--- config.mk ---
export PLATFORM = sky130hd
export DESIGN_NAME = mafd_ctrl
export DESIGN_NICKNAME = d
export VERILOG_FILES = /design/src/hw/rtl/mafd_pkg.sv /design/src/hw/rtl/mafd_ctrl.sv
export SDC_FILE = /design/constraint.sdc
export NUM_CORES = 1
export LEC_CHECK = 0
export CAP_MARGIN = 20
export CORE_AREA = 2 2 39 41
export DETAILED_ROUTE_END_ITERATION = 10
export DIE_AREA = 0 0 41 43
export DONT_BUFFER_PORTS = 1
export PLACE_DENSITY = 0.44
export SLEW_MARGIN = 20
export SYNTH_ARGS = -nofsm -noshare
export SYNTH_HDL_FRONTEND = slang
export SYNTH_SLANG_ARGS = --single-unit
--- constraint.sdc ---
create_clock -name clk -period 1.2 [get_ports clk]
set_input_delay 0.24 -clock clk [delete_from_list [all_inputs] [get_ports clk]]
set_output_delay 0.24 -clock clk [all_outputs]
set_load 0.005 [all_outputs]
--- src/hw/rtl/mafd_pkg.sv ---
package mafd_pkg;

  // default sizes
  localparam int RING_DEPTH_DEFAULT  = 2048;
  localparam int SAMPLE_BITS_DEFAULT = 24;

  // fixed field widths
  localparam int GAIN_BITS      = 16;
  localparam int LENGTH_BITS    = 12;
  localparam int WHOLE_BITS     = 11;
  localparam int FRAC_BITS      = 8;
  localparam int COEF_BITS      = 16;
  localparam int CFG_DATA_BITS  = 16;
  localparam int CFG_INDEX_BITS = 1;

  localparam logic [LENGTH_BITS-1:0] RING_LENGTH_RESET = 12'd2048;

  // configuration register indexes
  typedef enum logic [CFG_INDEX_BITS-1:0] {
    REG_FEEDBACK_GAIN = 1'b0,
    REG_RING_LENGTH   = 1'b1
  } cfg_reg_t;

  // controller states
  typedef enum logic [3:0] {
    S_CLEAR,
    S_IDLE,
    S_ADDR,
    S_RD1,
    S_RD2,
    S_RD3,
    S_DIV,
    S_MUL_V,
    S_UPD_V,
    S_MUL_G1,
    S_UPD_XH,
    S_MUL_G2,
    S_OUT
  } state_t;

  // multiplier operand selection
  typedef enum logic [1:0] {
    MUL_COEF,
    MUL_GAIN_V,
    MUL_GAIN_XH
  } mul_sel_t;

  // controller -> datapath
  typedef struct packed {
    logic     clr_we;
    logic     load;
    logic     addr;
    logic     rd_r2;
    logic     cap_f1;
    logic     cap_f2;
    logic     mul_en;
    mul_sel_t mul_sel;
    logic     upd_v;
    logic     upd_xh;
    logic     out_load;
  } cmd_t;

  // datapath -> controller
  typedef struct packed {
    logic clr_last;
    logic div_busy;
    logic out_free;
  } status_t;

endpackage

--- src/hw/rtl/mafd_ctrl.sv ---
module mafd_ctrl (
  input  logic              clk,
  input  logic              rst,
  input  logic              in_valid,
  output logic              in_ready,
  input  mafd_pkg::status_t status,
  output mafd_pkg::cmd_t    cmd
);

  mafd_pkg::state_t state;
  mafd_pkg::state_t state_next;

  always_ff @(posedge clk) begin
    if (rst) begin
      state <= mafd_pkg::S_CLEAR;
    end else begin
      state <= state_next;
    end
  end

  // next state
  always_comb begin
    state_next = state;
    case (state)
      mafd_pkg::S_CLEAR:  if (status.clr_last) state_next = mafd_pkg::S_IDLE;
      mafd_pkg::S_IDLE:   if (in_valid) state_next = mafd_pkg::S_ADDR;
      mafd_pkg::S_ADDR:   state_next = mafd_pkg::S_RD1;
      mafd_pkg::S_RD1:    state_next = mafd_pkg::S_RD2;
      mafd_pkg::S_RD2:    state_next = mafd_pkg::S_RD3;
      mafd_pkg::S_RD3:    state_next = mafd_pkg::S_DIV;
      mafd_pkg::S_DIV:    if (!status.div_busy) state_next = mafd_pkg::S_MUL_V;
      mafd_pkg::S_MUL_V:  state_next = mafd_pkg::S_UPD_V;
      mafd_pkg::S_UPD_V:  state_next = mafd_pkg::S_MUL_G1;
      mafd_pkg::S_MUL_G1: state_next = mafd_pkg::S_UPD_XH;
      mafd_pkg::S_UPD_XH: state_next = mafd_pkg::S_MUL_G2;
      mafd_pkg::S_MUL_G2: state_next = mafd_pkg::S_OUT;
      mafd_pkg::S_OUT:    if (status.out_free) state_next = mafd_pkg::S_IDLE;
      default:            state_next = mafd_pkg::S_CLEAR;
    endcase
  end

  // commands
  always_comb begin
    cmd         = '0;
    cmd.mul_sel = mafd_pkg::MUL_COEF;
    in_ready    = 1'b0;
    case (state)
      mafd_pkg::S_CLEAR: cmd.clr_we = 1'b1;
      mafd_pkg::S_IDLE: begin
        in_ready = 1'b1;
        cmd.load = in_valid;
      end
      mafd_pkg::S_ADDR:  cmd.addr = 1'b1;
      mafd_pkg::S_RD1:   cmd.rd_r2 = 1'b0;
      mafd_pkg::S_RD2: begin
        cmd.rd_r2  = 1'b1;
        cmd.cap_f1 = 1'b1;
      end
      mafd_pkg::S_RD3:   cmd.cap_f2 = 1'b1;
      mafd_pkg::S_DIV:   cmd.mul_en = 1'b0;
      mafd_pkg::S_MUL_V: begin
        cmd.mul_en  = 1'b1;
        cmd.mul_sel = mafd_pkg::MUL_COEF;
      end
      mafd_pkg::S_UPD_V: cmd.upd_v = 1'b1;
      mafd_pkg::S_MUL_G1: begin
        cmd.mul_en  = 1'b1;
        cmd.mul_sel = mafd_pkg::MUL_GAIN_V;
      end
      mafd_pkg::S_UPD_XH: cmd.upd_xh = 1'b1;
      mafd_pkg::S_MUL_G2: begin
        cmd.mul_en  = 1'b1;
        cmd.mul_sel = mafd_pkg::MUL_GAIN_XH;
      end
      mafd_pkg::S_OUT:   cmd.out_load = status.out_free;
      default:           cmd = '0;
    endcase
  end

endmodule

# Yosys cells after proc, flatten, opt, wreduce, memory -nomap -nowiden
# Cells that the tools add are included.
# op_classes
n_mux	16
n_reduce_logical	3
n_eq_ne	16
# op_table
operator	count
$pmux 4 s13	1
$eq 4x4->1 const B	5
$eq 4x3->1 const B	4
$mux 4	4
$mux 1	10
$eq 4x2->1 const B	2
$ne 2x2->1 const B	4
$eq 4x1->1 const B	1
$logic_not 4->1	1
$pmux 2 s2	1
$reduce_and 4->1	1
$reduce_or 3->1	1
# word_totals
reg_bits	4
elab_cells	36
out_inout_bits	13

# Logic depth before layout (Yosys ltp)
# Gate-level depths: netlist of the first run.
# logic_depth
depth_word	3
ltp_mapped	4
depth_no_buf	3

# Least setup slack after synthesis of the first run
# No wires, ideal clock.
# synth_timing
path_kind	reg-to-output
from	reg state[1]
to	out cmd[8] in the netlist's numbering
path_slack_ps	-80
arrival_time_ps	1040
required_ps	960
stages_incl_launch_ff	5
cell_sequence	dfxtp_1 buf_2 buf_1 nor3_1 buf_4
# synth_lines
element	line	rtl
start, declared	mafd_ctrl.sv:10	mafd_pkg::state_t state;
start signal, assigned	mafd_ctrl.sv:15	state <= mafd_pkg::S_CLEAR;
start signal, assigned	mafd_ctrl.sv:17	state <= state_next;
end, declared	mafd_ctrl.sv:7	output mafd_pkg::cmd_t cmd

==> impl_metrics.yaml, run 1 <==
run_status:
  status: "complete, but fails checks"
  failed_checks: "negative setup slack"
worst_setup_path:
  cp_slowest_cell: "dfxtp_4"
  critPathKind: "register to output pin"
  required_ps: 960
  cp-end-kind: "output pin"
  cp.arrival_ps: 1090
  worstPathCellList: "buf_8 -> nor3_4 -> and2_4"
  max_stage_delay_ps: 370
  rr_endpoint: "state[0]"
  cp-endpoint: "cmd[10]"
  reg2reg_slack_ps: -80
  rr_worst_depth: 4
  path_max_fanout: 6
  cp-startpoint: "state[2]"
  cp-start-kind: "register"
  timing.rr.start: "state[3]"
cts:
  clk_pin_slew_ps: 40
  cts_buffers: 3
  cts_sinks: 4
  root_buffer: "clkbuf_4"
  clk_path_buf_depth: 2
  htreeDepth: 1
  clock_latency_ps: 230
  cts_tree: "yes"
worst_hold_path:
  worstHoldPathType: "input pin to register"
place:
  port_buffers: 0
  dpl.hpwl_um: 740
  place_ws_ps: -31.9
  finalWeightedCongestion: 0.756
route:
  drtIter0Drc: 2
  via_count: 467
  wl_um: 1250
  vias_per_cell: 5.37
  post_drt_wl_per_cell_um: 14.4
  drc: 0
  first_pass_iters: 4
  ant_nets: 0
yosys:
  synth-seq-area-share: 0.225
  synth_area_leaders: "dfxtp_1 (23%), nor3_1 (9.9%), a21oi_1 (7.0%), buf_2 (5.6%), o211a_1 (5.6%)"
  synth.top_cell.area_share: 0.225
  postSynthCellCount: 50
  synth_edf_count: 0
  yosysMostFrequentCell: "nor3_1"
  syn-num-nets: 56
  ys_types: 23
  synthArstFlopShare: 0
  syn_area_um2: 355
  synth_seq_cells: 4
  synth_commonest_cells: "nor3_1 (7), a21oi_1 (5), nor2_1 (5)"
  ys.flop_type: "dfxtp_1"
  yosys_warnings: 0
  netlist.top_cell.by_area: "dfxtp_1"
  postSynthAreaPerCell_um2: 7.11
timing:
  finalMaxSlewViolations: 0
  finalCritPeriodShare: 1.11
  period_minus_slack_ps: 1330
  relSlewSlack: 0.844
  worst_pin_slew_ps: 232
  rsz0062_at_grt: "yes"
  clock.fmax_ghz: 0.750
  worst_clock_skew_ps: 0.688
  hold_viol: 0
  timing.final.ws_setup_ps: -133
  finalSetupViolations: 13
  hold_slack_ps: 72.5
finish:
  top_register: "state"
  drive_above_1_share: 0.746
  largest_reg_flops: 4
  syn2layout_area_growth_pct: 126
  antenna_cells: 0
  utilization: 0.580
  top_regs: "state x4"
  fin_nets: 79
floorplanning:
  die_x_um: 41
  die-area_um2: 1760
  design.core.area_um2: 1380
  boundaryPins: 19
  initial_core_util: 0.257
  dieHeight_um: 43
  rows: 14
job:
  cap_viol_max_count: 0
pwr:
  leakagePower_nw: 0.308
  power_density_nw_per_um2: 757
  peakVddDrop_uv: 616
grt:
  grt_pass1_vias: 434
  antenna_found_initial: 0
  overflow: 0
  grt_pass1_wl_um: 1770
  grt_max_degree: 12
  grt_usage: 0.146
-- where the power goes --
| part | switching [mW] | leakage [nW] | internal (mW) | total, mW |
|---|---|---|---|---|
| Combinational | 0.129 | 0.259 | 0.157 | 0.286 |
| Clock | 0.0477 | 0.0138 | 0.111 | 0.159 |
| Sequential | 0.0187 | 0.0356 | 0.143 | 0.162 |
-- stage by stage --
| stage | instance area, um2 | cells | TNS (ps) | power [mW] |
|---|---|---|---|---|
| 3_3_place_gp | 422 | 69 | -21.9 | 0.294 |
| 5_1_grt | 802 | 87 | -1790 | 0.648 |
| 6_report | 802 | 87 | -1120 | 0.607 |
| 3_5_place_dp | 422 | 69 | -31.9 | 0.295 |
| 4_1_cts | 729 | 85 | -1340 | 0.592 |
| 2_1_floorplan | 367 | 50 | 0 | 0.251 |
-- metal layers --
layer,vias to the layer above,global-route usage,wire length (um)
met5,-,0,0
met4,0,0.0800,0
met3,0,0.0262,76
met2,19,0.231,646
met1,221,0.174,530
li1,227,-,-
-- cell type report --
cell class	count	area, um2
fillers	129	582
multi-input cells	39	384
repair buffers	24	272
flip-flops and latches	4	95.1
clock buffers	3	22.5
well taps	16	20.0
inverters	1	8.76
-- logic make-up after synthesis --
kind of cell,after synthesis,share of synthesized area
buffers and inverters,7,0.0986
AO/OA/AOI/OAI,13,0.236
AND/OR/NAND/NOR,26,0.440
flip-flops,4,0.225
-- worst max-delay path: cells and delay by family (launching register included) --
family | cells | cell delay (ps)
buffers and inverters | 1 | 140
AND/OR/NAND/NOR | 2 | 360
flip-flops | 1 | 370
-- cells in the final DEF, fill, tap and decap left out --
cell / n
a21oi_1: 3
a21oi_2: 2
a2bb2oi_1: 1
and2_4: 1
buf_4: 12
buf_6: 7
buf_8: 3
bufbuf_16: 1
clkbuf_16: 1
clkbuf_4: 3
dfxtp_4: 4
inv_6: 1
nand2_1: 1
nand2_4: 1
nand2b_4: 3
nand3_1: 1
nand3b_1: 1
nand4bb_1: 1
nor2_1: 1
nor2_4: 4
nor3_1: 1
nor3_2: 2
nor3_4: 4
nor4_1: 1
nor4_2: 1
nor4_4: 1
o211a_1: 2
o21ai_0: 2
o21ai_2: 1
o21bai_1: 1
o31ai_1: 1
or4_1: 1
or4b_4: 1
-- worst min-delay path by stage --
| stage | startpoint | to | slack [ps] | depth (start not counted) |
|---|---|---|---|---|
| final | rst | state[2] | 70 | 1 |
| after global routing | rst | state[3] | 60 | 1 |
| after CTS | rst | state[3] | 60 | 1 |
| after detailed placement | rst | state[3] | 320 | 1 |
| after global placement | rst | state[3] | 310 | 1 |
| after floorplan | rst | state[3] | 310 | 1 |
-- what timing repair did --
action,in CTS,in global routing
setup buffers,12,1
setup endpoints to repair,14,15
pin swaps,4,7
gates cloned,1,1
hold buffers,0,0
resized for setup,42,11
No activity file was read; power rests on OpenSTA's default activity.
==> run 2: changes to the inputs <==
--- a/config.mk
+++ b/config.mk
@@ -6,11 +6,13 @@
 export NUM_CORES = 1
 export LEC_CHECK = 0
 export CAP_MARGIN = 20
-export CORE_AREA = 2 2 39 41
+export CELL_PAD_IN_SITES_DETAIL_PLACEMENT = 0
+export CELL_PAD_IN_SITES_GLOBAL_PLACEMENT = 1
+export CORE_AREA = 3 3 40 42
 export DETAILED_ROUTE_END_ITERATION = 10
-export DIE_AREA = 0 0 41 43
+export DIE_AREA = 0 0 43 45
 export DONT_BUFFER_PORTS = 1
-export PLACE_DENSITY = 0.44
+export PLACE_DENSITY = 0.59
 export SLEW_MARGIN = 20
 export SYNTH_ARGS = -nofsm -noshare
 export SYNTH_HDL_FRONTEND = slang
==> run 2 against run 1 <==
  * The flow still finishes with violations (negative setup slack)
  * Global-route usage decreased by 1.1 points
  * Die area increased by 9.8%
  * Total power decreased by 7.9%
  * Routed wire length increased by 2.0%
  * Sequential power about the same
  * Sequential share of layout area increased by 2.8 points
  * Non-clock buffer count decreased by 8
  * Largest cell class unchanged
==> impl_metrics.yaml, run 2 (synthesis results as in run 1) <==
place:
  dpl.hpwl_um: 755
  finalWeightedCongestion: 0.686
  dp_cells: 68
  port_buffers: 0
  dpl-instance-area_um2: 420
worst_setup_path:
  reg2reg_slack_ps: -100
  critPathKind: "register to output pin"
  required_ps: 960
  cp.arrival_ps: 1090
  max_stage_delay_ps: 360
  rr_endpoint: "state[0]"
  timing.rr.start: "state[3]"
  worstPathCellList: "buf_6 -> nor3_4 -> and2_4"
  cp-startpoint: "state[3]"
  cp_slowest_cell: "dfxtp_4"
  path_max_fanout: 6
  cp-start-kind: "register"
  rr_worst_depth: 3
  cp-end-kind: "output pin"
route:
  via_count: 431
  ant_nets: 0
  vias_per_cell: 5.53
  drtIter0Drc: 10
  first_pass_iters: 4
  drc: 0
  wl_um: 1280
  post_drt_wl_per_cell_um: 16.4
job:
  cap_viol_max_count: 0
finish:
  utilization: 0.493
  layout_common_cells: "buf_4 (8), buf_6 (5), nor3_4 (4), a21oi_1 (4)"
  antenna_cells: 0
  drive_above_1_share: 0.651
  syn2layout_area_growth_pct: 78.2
  top_register: "state"
  fin_cells: 78
  fin_nets: 71
  final_common_cell: "buf_4"
  largest_reg_flops: 4
  final_area_um2: 633
  top_regs: "state x4"
run_status:
  failed_checks: "negative setup slack"
  status: "complete, but fails checks"
pwr:
  leakagePower_nw: 0.239
  peakVddDrop_uv: 754
  power_density_nw_per_um2: 883
cts:
  postCtsHoldBufs: 0
  cts_buffers: 3
  htreeDepth: 1
  cts_tree: "yes"
  clk_path_buf_depth: 2
  clk_pin_slew_ps: 40
  clock_latency_ps: 230
  root_buffer: "clkbuf_4"
  cts_sinks: 4
grt:
  grt_pass1_wl_um: 1880
  grt_max_degree: 11
  grt_usage: 0.135
  grt_pass1_vias: 388
  overflow: 0
  antenna_found_initial: 0
timing:
  rsz0062_at_grt: "yes"
  finalCritPeriodShare: 1.11
  relSlewSlack: 0.838
  period_minus_slack_ps: 1330
  clock.fmax_ghz: 0.750
  timing.final.ws_setup_ps: -132
  worst_pin_slew_ps: 240
  finalSetupViolations: 14
  worst_clock_skew_ps: 2.89
  finalMaxSlewViolations: 0
  hold_viol: 0
floorplanning:
  die-area_um2: 1940
  initial_core_util: 0.277
  boundaryPins: 19
  rows: 13
  die_x_um: 43
  design.core.area_um2: 1280
  dieHeight_um: 45
worst_hold_path:
  hold_path_depth: 1
  hold_start: "rst"
  worstHoldPathType: "input pin to register"
  hold_end: "state[3]"
-- run 2: how the worst max path moves through the flow --
stage / cells after the start / endpoint / slack [ps]
finish: 3 / cmd[10] / -130
global route: 3 / cmd[2] / -200
CTS: 3 / cmd[7] / -130
detailed placement: 3 / state[0] / -40
global placement: 3 / state[0] / -2
floorplan: 3 / state[0] / 10
-- run 2: critical path: cells and delay by family, from the launching register on --
family / cells / cell delay (ps)
buffers and inverters: 1 / 130
DFF: 1 / 360
and+or+nand+nor: 2 / 370
-- run 2: layout make-up --
class,count,area (um2)
Fill cell,125,652
Sequential cell,4,92.6
Tap cell,15,18.8
Clock buffer,3,22.5
Timing Repair Buffer,16,141
Inverter,1,8.76
Multi-Input combinational cell,39,349
-- run 2: metrics by stage --
step	TNS, ps	power [mW]	hold slack [ps]	worst slack [ps]
floorplan	0	0.251	312	14.3
global placement	-1.50	0.296	320	-1.50
detailed placement	-39.7	0.296	318	-39.7
CTS	-1270	0.536	65.9	-133
global route	-1820	0.598	61.2	-196
finish	-1050	0.559	70.6	-132
-- run 2: per-layer routing --
layer / GRT usage / up-vias / share of wire
li1: - / 212 / -
met1: 0.169 / 204 / 0.40
met2: 0.207 / 15 / 0.53
met3: 0.0677 / 0 / 0.070
met4: 0.0361 / 0 / 0
met5: 0 / - / 0
-- run 2: timing repair --
action,CTS,global route
resized for setup,24,13
setup endpoints to repair,14,14
buffers inserted,4,1
pin swaps,6,6
gates cloned,1,1
-- run 2: power by group --
part	internal, mW	leakage, nW	switching, mW	total, mW
registers	0.144	0.0353	0.0219	0.165
logic	0.119	0.190	0.114	0.234
clock network	0.111	0.0138	0.0489	0.160
total	0.374	0.239	0.185	0.559
